## config.mk

```make
export PLATFORM = sky130hd
export DESIGN_NAME = simple_moving_average_top_flat
export DESIGN_NICKNAME = d
export VERILOG_FILES = /design/src/rtl/sma_pkg.sv /design/src/rtl/sma_in_if.sv /design/src/rtl/sma_out_if.sv /design/src/rtl/sma_front.sv /design/src/rtl/sma_queue.sv /design/src/rtl/sma_back.sv /design/src/rtl/simple_moving_average_top.sv /design/src/flat_wrapper.sv
export SDC_FILE = /design/constraint.sdc
export NUM_CORES = 2
export LEC_CHECK = 0
export BUFFER_PORTS_ARGS = -buffer_cell sky130_fd_sc_hd__buf_2
export CORE_MARGIN = 5
export CORE_UTILIZATION = 40
export DETAILED_ROUTE_END_ITERATION = 8
export HOLD_SLACK_MARGIN = 0.15
export PLACE_DENSITY = 0.57
export RECOVER_POWER = 25
export SLEW_MARGIN = 20
export SYNTH_ARGS = -nofsm -noshare
export SYNTH_HDL_FRONTEND = slang
export SYNTH_HIERARCHICAL = 1
export SYNTH_SLANG_ARGS = --single-unit
```

## constraint.sdc

```tcl
create_clock -name clk -period 10.9 [get_ports clk]
set_input_delay 1.09 -clock clk [delete_from_list [all_inputs] [get_ports clk]]
set_output_delay 1.09 -clock clk [all_outputs]
set_load 0.03 [all_outputs]
```

## src/rtl/sma_pkg.sv

```systemverilog
// sma_pkg: shared widths and types for the moving average block
// no dependencies; imported by the interfaces and every rtl module

package sma_pkg;

	// fixed payload widths
	localparam int PRICE_W = 32;
	localparam int TAG_W   = 32;
	localparam int WIN_W   = 7;

	// queue status seen by both sides
	typedef struct packed {
		logic full;
		logic avail;
	} q_stat_t;

endpackage

```

## src/rtl/sma_in_if.sv

```systemverilog
// sma_in_if: request channel carrying one price record
// depends on sma_pkg for payload widths

interface sma_in_if;
	import sma_pkg::*;

	logic               valid;
	logic               ready;
	logic [PRICE_W-1:0] close_price;
	logic [TAG_W-1:0]   date_tag;

	modport source (output valid, output close_price, output date_tag, input ready);
	modport sink   (input valid, input close_price, input date_tag, output ready);
endinterface

```

## src/rtl/sma_out_if.sv

```systemverilog
// sma_out_if: result channel carrying one average and its label
// depends on sma_pkg for payload widths

interface sma_out_if;
	import sma_pkg::*;

	logic               valid;
	logic               ready;
	logic [PRICE_W-1:0] average_price;
	logic [TAG_W-1:0]   label_out;

	modport source (output valid, output average_price, output label_out, input ready);
	modport sink   (input valid, input average_price, input label_out, output ready);
endinterface

```

## src/rtl/sma_front.sv

```systemverilog
// sma_front: accepts price records, keeps the price ring and running sum
// depends on sma_pkg and sma_in_if; pushes sum, window and tag to the queue

module sma_front #(
	parameter int MAX_WINDOW = 64
) (
	input  logic                      clk,
	input  logic                      arst_n,
	sma_in_if.sink                    prices,
	input  logic                      cfg_wr_en,
	input  logic [sma_pkg::WIN_W-1:0] cfg_wr_data,
	input  sma_pkg::q_stat_t          q_stat,
	output logic                      q_push,
	output logic [32+$clog2(MAX_WINDOW)+$clog2(MAX_WINDOW+1)+32-1:0] q_data
);
	import sma_pkg::*;

	localparam int AW = $clog2(MAX_WINDOW);
	localparam int EW = $clog2(MAX_WINDOW + 1);
	localparam int SW = PRICE_W + AW;
	localparam int PW = EW + 1;

	// price ring, no reset
	logic [PRICE_W-1:0] ring [MAX_WINDOW];

	logic [EW-1:0]      win_q;
	logic [EW-1:0]      cnt_q;
	logic [AW-1:0]      slot_q;
	logic [SW-1:0]      sum_q;

	logic               s1_valid_q;
	logic [PRICE_W-1:0] price_s1;
	logic [TAG_W-1:0]   tag_s1;
	logic               sub_s1;
	logic               prod_s1;
	logic [PRICE_W-1:0] old_s1;

	logic               accept;
	logic               s1_move;
	logic               full;
	logic               produce;
	logic [EW-1:0]      win_eff;
	logic [31:0]        win_req;
	logic [PW-1:0]      back_tmp;
	logic [PW-1:0]      back_wrap;
	logic [AW-1:0]      old_addr;
	logic [SW-1:0]      sum_next;

	// clamp the requested window into 1..MAX_WINDOW
	always_comb begin
		win_req = 32'(cfg_wr_data);
		if (win_req == 32'd0) begin
			win_eff = EW'(1);
		end else if (win_req > 32'(MAX_WINDOW)) begin
			win_eff = EW'(MAX_WINDOW);
		end else begin
			win_eff = EW'(win_req);
		end
	end

	// classify the request: drop the oldest price, give a result
	assign full    = (cnt_q >= win_q);
	assign produce = full || ((cnt_q + EW'(1)) >= win_q);

	// slot written one window ago
	assign back_tmp  = PW'(slot_q) + PW'(MAX_WINDOW) - PW'(win_q);
	assign back_wrap = (back_tmp >= PW'(MAX_WINDOW)) ? back_tmp - PW'(MAX_WINDOW) : back_tmp;
	assign old_addr  = back_wrap[AW-1:0];

	// handshake
	assign s1_move      = s1_valid_q && (!prod_s1 || !q_stat.full);
	assign prices.ready = !s1_valid_q || s1_move;
	assign accept       = prices.valid && prices.ready;

	// running sum after this request
	assign sum_next = sum_q - (sub_s1 ? SW'(old_s1) : SW'(0)) + SW'(price_s1);

	assign q_push = s1_move && prod_s1;
	assign q_data = {sum_next, win_q, tag_s1};

	// ring write and read of the leaving price
	always_ff @(posedge clk) begin
		if (accept) begin
			ring[slot_q] <= prices.close_price;
			old_s1       <= ring[old_addr];
		end
	end

	// stage one payload
	always_ff @(posedge clk) begin
		if (accept) begin
			price_s1 <= prices.close_price;
			tag_s1   <= prices.date_tag;
			sub_s1   <= full;
			prod_s1  <= produce;
		end
	end

	// control state
	always_ff @(posedge clk or negedge arst_n) begin
		if (!arst_n) begin
			win_q      <= EW'(1);
			cnt_q      <= '0;
			slot_q     <= '0;
			sum_q      <= '0;
			s1_valid_q <= 1'b0;
		end else begin
			if (cfg_wr_en) begin
				win_q  <= win_eff;
				cnt_q  <= '0;
				slot_q <= '0;
				sum_q  <= '0;
			end else begin
				if (accept) begin
					if (!full) begin
						cnt_q <= cnt_q + EW'(1);
					end
					if (slot_q == AW'(MAX_WINDOW - 1)) begin
						slot_q <= '0;
					end else begin
						slot_q <= slot_q + AW'(1);
					end
				end
				if (s1_move) begin
					sum_q <= sum_next;
				end
			end
			if (accept) begin
				s1_valid_q <= 1'b1;
			end else if (s1_move) begin
				s1_valid_q <= 1'b0;
			end
		end
	end

endmodule

```

## src/rtl/sma_queue.sv

```systemverilog
// sma_queue: two-entry queue between front and back
// depends on sma_pkg for the status struct

module sma_queue #(
	parameter int WIDTH = 102
) (
	input  logic             clk,
	input  logic             arst_n,
	input  logic             push,
	input  logic [WIDTH-1:0] push_data,
	input  logic             pop,
	output logic [WIDTH-1:0] pop_data,
	output sma_pkg::q_stat_t stat
);
	import sma_pkg::*;

	logic [WIDTH-1:0] entry_q [2];
	logic             wr_ptr_q;
	logic             rd_ptr_q;
	logic [1:0]       count_q;
	logic             do_push;
	logic             do_pop;

	assign stat.full  = (count_q == 2'd2);
	assign stat.avail = (count_q != 2'd0);
	assign do_push    = push && !stat.full;
	assign do_pop     = pop && stat.avail;
	assign pop_data   = entry_q[rd_ptr_q];

	// storage
	always_ff @(posedge clk) begin
		if (do_push) begin
			entry_q[wr_ptr_q] <= push_data;
		end
	end

	// pointers and fill level
	always_ff @(posedge clk or negedge arst_n) begin
		if (!arst_n) begin
			wr_ptr_q <= 1'b0;
			rd_ptr_q <= 1'b0;
			count_q  <= 2'd0;
		end else begin
			if (do_push) begin
				wr_ptr_q <= !wr_ptr_q;
			end
			if (do_pop) begin
				rd_ptr_q <= !rd_ptr_q;
			end
			case ({do_push, do_pop})
				2'b10:   count_q <= count_q + 2'd1;
				2'b01:   count_q <= count_q - 2'd1;
				default: count_q <= count_q;
			endcase
		end
	end

endmodule

```

## src/rtl/sma_back.sv

```systemverilog
// sma_back: divides the window sum by the window, one bit a cycle
// depends on sma_pkg and sma_out_if; drains the queue, drives the result channel

module sma_back #(
	parameter int MAX_WINDOW = 64
) (
	input  logic             clk,
	input  logic             arst_n,
	input  sma_pkg::q_stat_t q_stat,
	input  logic [32+$clog2(MAX_WINDOW)+$clog2(MAX_WINDOW+1)+32-1:0] q_data,
	output logic             q_pop,
	sma_out_if.source        averages
);
	import sma_pkg::*;

	localparam int AW = $clog2(MAX_WINDOW);
	localparam int EW = $clog2(MAX_WINDOW + 1);
	localparam int SW = PRICE_W + AW;
	localparam int CW = $clog2(SW);

	localparam logic [1:0] ST_IDLE = 2'd0;
	localparam logic [1:0] ST_DIV  = 2'd1;
	localparam logic [1:0] ST_DONE = 2'd2;

	logic [1:0]         state_q;
	logic [SW-1:0]      dq_q;
	logic [EW:0]        rem_q;
	logic [EW-1:0]      div_q;
	logic [TAG_W-1:0]   tag_q;
	logic [CW-1:0]      step_q;

	logic               out_valid_q;
	logic [PRICE_W-1:0] avg_q;
	logic [TAG_W-1:0]   label_q;

	logic [SW-1:0]      in_sum;
	logic [EW-1:0]      in_win;
	logic [TAG_W-1:0]   in_tag;
	logic [EW:0]        rem_sh;
	logic               ge;
	logic [EW:0]        rem_next;
	logic               out_load;

	assign {in_sum, in_win, in_tag} = q_data;

	// one restoring step
	assign rem_sh   = {rem_q[EW-1:0], dq_q[SW-1]};
	assign ge       = (rem_sh >= {1'b0, div_q});
	assign rem_next = ge ? rem_sh - {1'b0, div_q} : rem_sh;

	assign q_pop    = (state_q == ST_IDLE) && q_stat.avail;
	assign out_load = (state_q == ST_DONE) && (!out_valid_q || averages.ready);

	assign averages.valid         = out_valid_q;
	assign averages.average_price = avg_q;
	assign averages.label_out     = label_q;

	// divider datapath
	always_ff @(posedge clk) begin
		if (q_pop) begin
			dq_q  <= in_sum;
			rem_q <= '0;
			div_q <= in_win;
			tag_q <= in_tag;
		end else if (state_q == ST_DIV) begin
			dq_q  <= {dq_q[SW-2:0], ge};
			rem_q <= rem_next;
		end
	end

	// result register
	always_ff @(posedge clk) begin
		if (out_load) begin
			avg_q   <= dq_q[PRICE_W-1:0];
			label_q <= tag_q;
		end
	end

	// sequencer
	always_ff @(posedge clk or negedge arst_n) begin
		if (!arst_n) begin
			state_q     <= ST_IDLE;
			step_q      <= '0;
			out_valid_q <= 1'b0;
		end else begin
			unique case (state_q)
				ST_IDLE: begin
					if (q_pop) begin
						state_q <= ST_DIV;
						step_q  <= CW'(SW - 1);
					end
				end
				ST_DIV: begin
					if (step_q == '0) begin
						state_q <= ST_DONE;
					end else begin
						step_q <= step_q - CW'(1);
					end
				end
				ST_DONE: begin
					if (out_load) begin
						state_q <= ST_IDLE;
					end
				end
				default: begin
					state_q <= ST_IDLE;
				end
			endcase
			if (out_load) begin
				out_valid_q <= 1'b1;
			end else if (averages.ready) begin
				out_valid_q <= 1'b0;
			end
		end
	end

endmodule

```

## src/rtl/simple_moving_average_top.sv

```systemverilog
// simple_moving_average_top: boxcar moving average of a price stream
// depends on sma_pkg, sma_in_if, sma_out_if, sma_front, sma_queue, sma_back
//
// usage:
//   prices carries one record per request (close_price, date_tag); averages
//   carries average_price and label_out. both are valid/ready channels and a
//   request moves at a clock edge with valid and ready high.
//   cfg_wr_en/cfg_wr_data write the window length (0 acts as 1, values above
//   MAX_WINDOW act as MAX_WINDOW) and restart the fill; write only when idle.
//   the first window-1 records after reset or a window write give no result.
// timing:
//   records that give no result are taken one per cycle.
//   a record that gives a result passes the stage-one register and the queue
//   to the back end divider, which makes one quotient bit per cycle over
//   SUM_W = 32 + clog2(MAX_WINDOW) steps (38 by default), then goes to the
//   output register; the divider takes no new sum until its result is loaded.
//   a two-entry queue sits between the sum update and the divider.
// reset and stall:
//   reset sets the window to 1 and clears sum, count and ring pointer; the
//   ring contents need no clearing. a stalled receiver holds the result,
//   then fills the queue, then drops ready on prices.

module simple_moving_average_top #(
	parameter int MAX_WINDOW = 64
) (
	input  logic                      clk,
	input  logic                      arst_n,
	sma_in_if.sink                    prices,
	sma_out_if.source                 averages,
	input  logic                      cfg_wr_en,
	input  logic [sma_pkg::WIN_W-1:0] cfg_wr_data
);
	import sma_pkg::*;

	localparam int AW = $clog2(MAX_WINDOW);
	localparam int EW = $clog2(MAX_WINDOW + 1);
	localparam int QW = PRICE_W + AW + EW + TAG_W;

	q_stat_t         q_stat;
	logic            q_push;
	logic            q_pop;
	logic [QW-1:0]   q_push_data;
	logic [QW-1:0]   q_pop_data;

	// record intake and running sum
	sma_front #(
		.MAX_WINDOW (MAX_WINDOW)
	) u_front (
		.clk         (clk),
		.arst_n      (arst_n),
		.prices      (prices),
		.cfg_wr_en   (cfg_wr_en),
		.cfg_wr_data (cfg_wr_data),
		.q_stat      (q_stat),
		.q_push      (q_push),
		.q_data      (q_push_data)
	);

	// decoupling queue
	sma_queue #(
		.WIDTH (QW)
	) u_queue (
		.clk       (clk),
		.arst_n    (arst_n),
		.push      (q_push),
		.push_data (q_push_data),
		.pop       (q_pop),
		.pop_data  (q_pop_data),
		.stat      (q_stat)
	);

	// divider and result register
	sma_back #(
		.MAX_WINDOW (MAX_WINDOW)
	) u_back (
		.clk      (clk),
		.arst_n   (arst_n),
		.q_stat   (q_stat),
		.q_data   (q_pop_data),
		.q_pop    (q_pop),
		.averages (averages)
	);

endmodule

```

## src/flat_wrapper.sv

```systemverilog
// flat-port wrapper written by rule: the top's interface ports become plain ports
module simple_moving_average_top_flat import sma_pkg::*;
#(
	parameter int MAX_WINDOW = 64
)
  (clk, arst_n, cfg_wr_en, cfg_wr_data, prices_valid, prices_close_price, prices_date_tag, prices_ready, averages_valid, averages_average_price, averages_label_out, averages_ready);
  sma_in_if prices_i ();
  sma_out_if averages_i ();
  input  logic clk;
  input  logic arst_n;
  input  logic cfg_wr_en;
  input  logic [sma_pkg::WIN_W-1:0] cfg_wr_data;
  input wire logic [$bits(prices_i.valid)-1:0] prices_valid;
  input wire logic [$bits(prices_i.close_price)-1:0] prices_close_price;
  input wire logic [$bits(prices_i.date_tag)-1:0] prices_date_tag;
  output wire logic [$bits(prices_i.ready)-1:0] prices_ready;
  output wire logic [$bits(averages_i.valid)-1:0] averages_valid;
  output wire logic [$bits(averages_i.average_price)-1:0] averages_average_price;
  output wire logic [$bits(averages_i.label_out)-1:0] averages_label_out;
  input wire logic [$bits(averages_i.ready)-1:0] averages_ready;
  assign prices_i.valid = prices_valid;
  assign prices_i.close_price = prices_close_price;
  assign prices_i.date_tag = prices_date_tag;
  assign prices_ready = prices_i.ready;
  assign averages_valid = averages_i.valid;
  assign averages_average_price = averages_i.average_price;
  assign averages_label_out = averages_i.label_out;
  assign averages_i.ready = averages_ready;
  simple_moving_average_top #(.MAX_WINDOW(MAX_WINDOW)) u_core (.clk(clk), .arst_n(arst_n), .prices(prices_i), .averages(averages_i), .cfg_wr_en(cfg_wr_en), .cfg_wr_data(cfg_wr_data));
endmodule
```

## Word level (Yosys, flattened, before mapping)

Memory sizes are Yosys's and may differ from the RTL's. A register that Yosys moved wholly into a read port is not among the register bits.
Index checks and enable logic that the tools add are counted.
Widths: inputs -> output; s select.

- Bits in registers: 286
- Memory bits (writable): 2202
- Input bits: 76
- Memories: 2

Memory list:

| name | words | bits a word | rd ports | clocked after Yosys merged registers in | write ports | line | source |
|---|---|---|---|---|---|---|---|
| u_core.u_front.ring | 64 | 32 | 1 | 1 | 1 | sma_front.sv:24 | `logic [PRICE_W-1:0] ring [MAX_WINDOW];` |
| u_core.u_queue.entry_q | 2 | 77 | 1 | 0 | 1 | sma_queue.sv:17 | `logic [WIDTH-1:0] entry_q [2];` |

- Add/subtract/negate cells: 11
- Magnitude comparators: 5
- Equal/unequal tests: 11
- Multiplexer cells: 31
- Reductions and logical operators: 31

Operators with widths:

| operator | count |
|---|---|
| $mux 38 | 4 |
| $mux 7 | 6 |
| $add 38x32->38 | 1 |
| $sub 38x32->38 | 1 |
| $mux 6 | 6 |
| $mux 32 | 1 |
| $reduce_bool 2->1 | 8 |
| $ge 7x7->1 | 2 |
| $pmux 6 s2 | 1 |
| $sub 6x1->6 const B | 2 |
| $add 6x7->8 const B | 1 |
| $ge 8x7->1 | 1 |
| $ge 8x7->1 const B | 1 |
| $mux 1 | 8 |
| $sub 8x7->8 | 1 |
| $add 7x1->7 const B | 1 |
| $gt 7x7->1 const B | 1 |
| $logic_and 1x1->1 | 7 |
| $logic_not 7->1 | 1 |
| $sub 7x7->7 | 1 |
| $add 6x1->6 const B | 1 |
| $eq 2x2->1 const B | 3 |
| $eq 6x6->1 const B | 1 |
| $logic_not 1->1 | 6 |
| 13 further kinds | 23 |

## Logic depth before layout (Yosys ltp)

- Depth after elaboration: 8
- Mapped depth: 15
- Depth with buffers taken out: 14

## Cells and area by module

Netlist, hierarchy kept.

Modules (own cells, without submodules):

| module | instances | cells an instance | area each (µm²) | seq. area each (µm²) |
|---|---|---|---|---|
| sma_front | 1 | 3993 | 87297.5 | 65919.5 |
| sma_back | 1 | 401 | 5866.9 | 4599.4 |
| sma_queue | 1 | 258 | 5833.1 | 4724.5 |

## Least setup slack after synthesis

No wires, ideal clock.

- Kind: input to register
- From: input prices_valid
- To: memory u_core.u_front.ring[57][0] (enable)
- Setup time: 0.421 ns
- Arrival: 5.425 ns
- Data required time: 10.479 ns
- Setup slack: 5.054 ns
- Cell stages on the path: 4
- Cells stage by stage: nand2_1 > inv_1 > nand3_1 > nor2_1

- Longest elaborated chain between the ends: 3

Ends and longest elaborated chain:

| what | line | source |
|---|---|---|
| from (decl) | flat_wrapper.sv:13 | `input wire logic [$bits(prices_i.valid)-1:0] prices_valid;` |
| $logic_and 1x1->1 | sma_front.sv:73 | `assign accept = prices.valid && prices.ready;` |
| named net u_core.u_front.accept | sma_front.sv:38 | `logic accept;` |
| $mux 1 | sma_front.sv:83 | `if (accept) begin` |
| $mux 1 (implied by the code) | sma_front.sv:84 | `ring[slot_q] <= prices.close_price;` |
| to (decl) | sma_front.sv:24 |  |

The timed path passes the listed nets, and every way through them passes these cells.

## Worst setup path in the final report

- From: register u_core.u_front.win_q[0]
- To: register u_core.u_front.old_s1[16] (read register of u_core.u_front.ring) (data pin)

- Longest elaborated chain between the ends: 3
- Elaborated cells between the ends (all ways): 4
- Classes of those cells: 2 x add/sub; 1 x order compare; 1 x mux

Ends and longest elaborated chain:

| what | line | source |
|---|---|---|
| from (decl) | sma_front.sv:26 | `logic [EW-1:0] win_q;` |
| from (signal assigned) | sma_front.sv:109 | `win_q <= win_eff;` |
| $sub 8x7->8 (*) | sma_front.sv:66 | `assign back_tmp = PW'(slot_q) + PW'(MAX_WINDOW) - PW'(win_q);` |
| $ge 8x7->1 or $sub 6x1->6 (tied branches) | sma_front.sv:67 | `assign back_wrap = (back_tmp >= PW'(MAX_WINDOW)) ? back_tmp - PW'(MAX_WINDOW) : back_tmp;` |
| $mux 6 (*) | sma_front.sv:67 |  |
| to (decl) | sma_front.sv:36 | `logic [PRICE_W-1:0] old_s1;` |

Every way passes the cells marked *; elsewhere a longest branch is shown, timed or not.
A chain may end at the register's enable or synchronous reset.

==> reports/qor.yml <==
grt:
  antenna_found_initial: 21
  grt_pass1_vias: 48036
  grtUsageTotal: 0.1878
  grt_pass1_wl_um: 349600
  grt_max_degree: 121
  globalRouteOverflowTotal: 0
clock_network:
  post_cts_resized: 0
  path_clk_slew_ns: 0.06
  cts_max_path_buffers: 4
  cts_tree: "yes"
  worst_skew_pair.late_latency_ns: 0.91
  numCtsBuffers: 278
  cts.sinks: 2520
  cts-root-buf: "clkbuf_16"
  h-tree-depth: 5
logic_synthesis:
  synth_area_per_cell_um2: 21.28
  synth_top_area_cell: "edfxtp_1"
  synth_nets: 4831
  yosys_warnings: 6
  ys_seq_area_frac: 0.7601
  synth_top_area_share: 0.7404
  synth_ff_type: "edfxtp_1"
  yosysMostFrequentCell: "edfxtp_1"
  syn-cell-area_um2: 99000
  ys_types: 72
  syn_inst: 4652
  ys_async_sr_fraction: 0.02857
  synth-seq-cells: 2520
  netlist_top_cells_area: "edfxtp_1, mux4_2, dfrtp_1"
  synth_common_cells: "edfxtp_1, mux4_2, nand2_1, inv_1, a21oi_1"
  synth_edf_count: 2441
setup_path:
  critPathLaunchType: "register"
  cp_data_required_time_ns: 11.50
  cp_num_buf_inv: 3
  arrival_ns: 6.66
  worstSetupPathType: "register to register"
  path_cells: "ha_4, inv_1, fa_4, buf_12, buf_4, mux4_2, mux4_2, nor2b_1, a211oi_1, a21oi_1"
  crit_fanout: 90
  crit_path_max_incr_delay_ns: 1.23
  cp_top_family: "buffers and inverters"
  cpMostUsedCell: "mux4_2"
  end_kind: "register"
  crit_slowest_cell: "fa_4"
sta:
  finalSetupViolCount: 0
  period_share: 0.5555
  worst_hold_slack_ns: 0.3912
  fmax_mhz: 165.2
  rsz0062_at_grt: "false"
  setup_tns_ns: 0
  finalClockSkew_ns: 0.08856
  max_slew_margin: -1.067
  fin_crit_ns: 6.055
  worst_pin_slew_ns: 3.100
  timing.final.ws_setup_ns: 4.845
  hold_violations: 0
  drv_slew: 1556
floorplanning:
  die_h_um: 507.5
  core_area_um2: 246200
  ioPinCount: 142
  row_count: 182
  die_area_um2: 257500
  die_w_um: 507.5
  initial_utilization: 0.4022
hold_path:
  min_path_type: "input pin to register"
drt:
  ant_nets: 0
  drc: 0
  wl_um: 244700
  drt_iter0_drc: 4983
  drt_first_pass_iters: 5
  vias_per_cell: 5.572
  wl_per_cell_um: 28.85
  vias: 47254
power_and_ir_drop:
  p_total_mw: 25.82
  p_leak_nw: 36.57
  swShare: 0.2714
  p_int_mw: 18.81
  pwr-share-seq: 0.450
  peakVddDrop_v: 0.0001624
  p_clk_frac: 0.340
  power_density_nw_per_um2: 228.6
  p_comb_frac: 0.210
  p_sw_mw: 7.006
placed_design:
  pre_cts_ws_ns: 4.889
  hpwl_um: 131800
  place_area_um2: 104500
  gp_congestion: 0.7675
  place_inst: 8002
  portBuffers: 141
layout:
  stdcell_area_um2: 112900
  nets: 5151
  area_delta_synth_final_pct: 14.08
  fillers: 20509
  drive_gt1_frac: 0.2745
  fin_util: 0.4588
  instances_no_fill: 8480
outcome:
  violations: "capacitance limit, slew limit"
  outcome: "complete, but fails checks"
run:
  cap_violations: 24
power groups by stage:
stage	Clock [mW]	Combinational, mW	Sequential (mW)
2_1_floorplan	0	3.91	11.6
3_3_place_gp	0	5.39	11.8
5_1_grt	9.42	5.88	11.6
3_5_place_dp	0	5.45	11.8
6_report	8.79	5.42	11.6
4_1_cts	9.00	5.47	11.6
what timing repair did:
item                                    CTS  global route
endpoints found under the setup margin    0             0
endpoints found under the hold margin    11             0
buffers inserted                          0             0
hold buffers                              1             0
area by class of cell:
class | instances | area, um2 | share of cell area
repair buffers | 260 | 1759 | 0.01558
diodes | 9 | 22.52 | 0.0001994
well taps | 3312 | 4144 | 0.03669
clock inverters | 131 | 1077 | 0.009539
inverters | 175 | 659.4 | 0.005838
clock buffers | 336 | 7331 | 0.06491
flip-flops and latches | 2520 | 75250 | 0.6663
multi-input cells | 1737 | 22700 | 0.2010
worst paths after layout:
kind	start	to	slack, ns	cells past startpoint
worst min register to register	u_core/u_back/tag_q[2]$_DFFE_PP_	u_core/u_back/averages.label_out[2]$_DFFE_PP_	0.42	0
worst max-delay path	u_core/u_front/win_q[0]$_DFFE_PN1P_	u_core/u_front/old_s1[16]$_DFFE_PP_	4.85	10
worst min-delay path	prices_date_tag[6]	u_core/u_front/tag_s1[6]$_DFFE_PP_	0.39	1
max in group asynchronous	arst_n	u_core/u_queue/rd_ptr_q$_DFFE_PN0P_	8.58	3
worst max register to register	u_core/u_front/win_q[0]$_DFFE_PN1P_	u_core/u_front/old_s1[16]$_DFFE_PP_	4.85	10
min in group asynchronous	arst_n	u_core/u_back/averages.valid$_DFFE_PN0P_	0.83	2
layer usage:
layer  share of wire  vias to the layer above  global-route usage
li1                -                    19615                   -
met1            0.42                    25548              0.2655
met2            0.48                     1719              0.3027
met3           0.069                      368             0.03567
met4           0.023                        4             0.04758
met5        0.000086                        -                   0
flip-flops by register name, summed over array words and instances, names as in the netlist, 32 cells and up:
signal	count
u_core/u_back/averages.label_out	32
u_core/u_front/ring	2048
u_core/u_front/sum_q	38
u_core/u_back/averages.average_price	32
u_core/u_front/price_s1	32
u_core/u_queue/entry_q	154
u_core/u_front/tag_s1	32
u_core/u_back/dq_q	38
u_core/u_front/old_s1	32
u_core/u_back/tag_q	32
placed cells by master, fill, tap and decap left out, types with 68 or more instances in the layout:
cell          n
ha_1         68
edfxtp_1   2441
buf_2       102
nand2_1     227
a21oi_1     120
dfrtp_1      70
inv_1       173
mux4_2      640
clkbuf_16   283
clkbuf_1     86
buf_4       104
cells by family after synthesis:
group / synth area share
fa+ha+maj: 0.01560
simple gates: 0.02415
xor+xnor: 0.005131
mux: 0.1589
flops: 0.7601
compound gates: 0.01977
buf+inv: 0.01640
No activity file was read; power rests on OpenSTA's default activity.
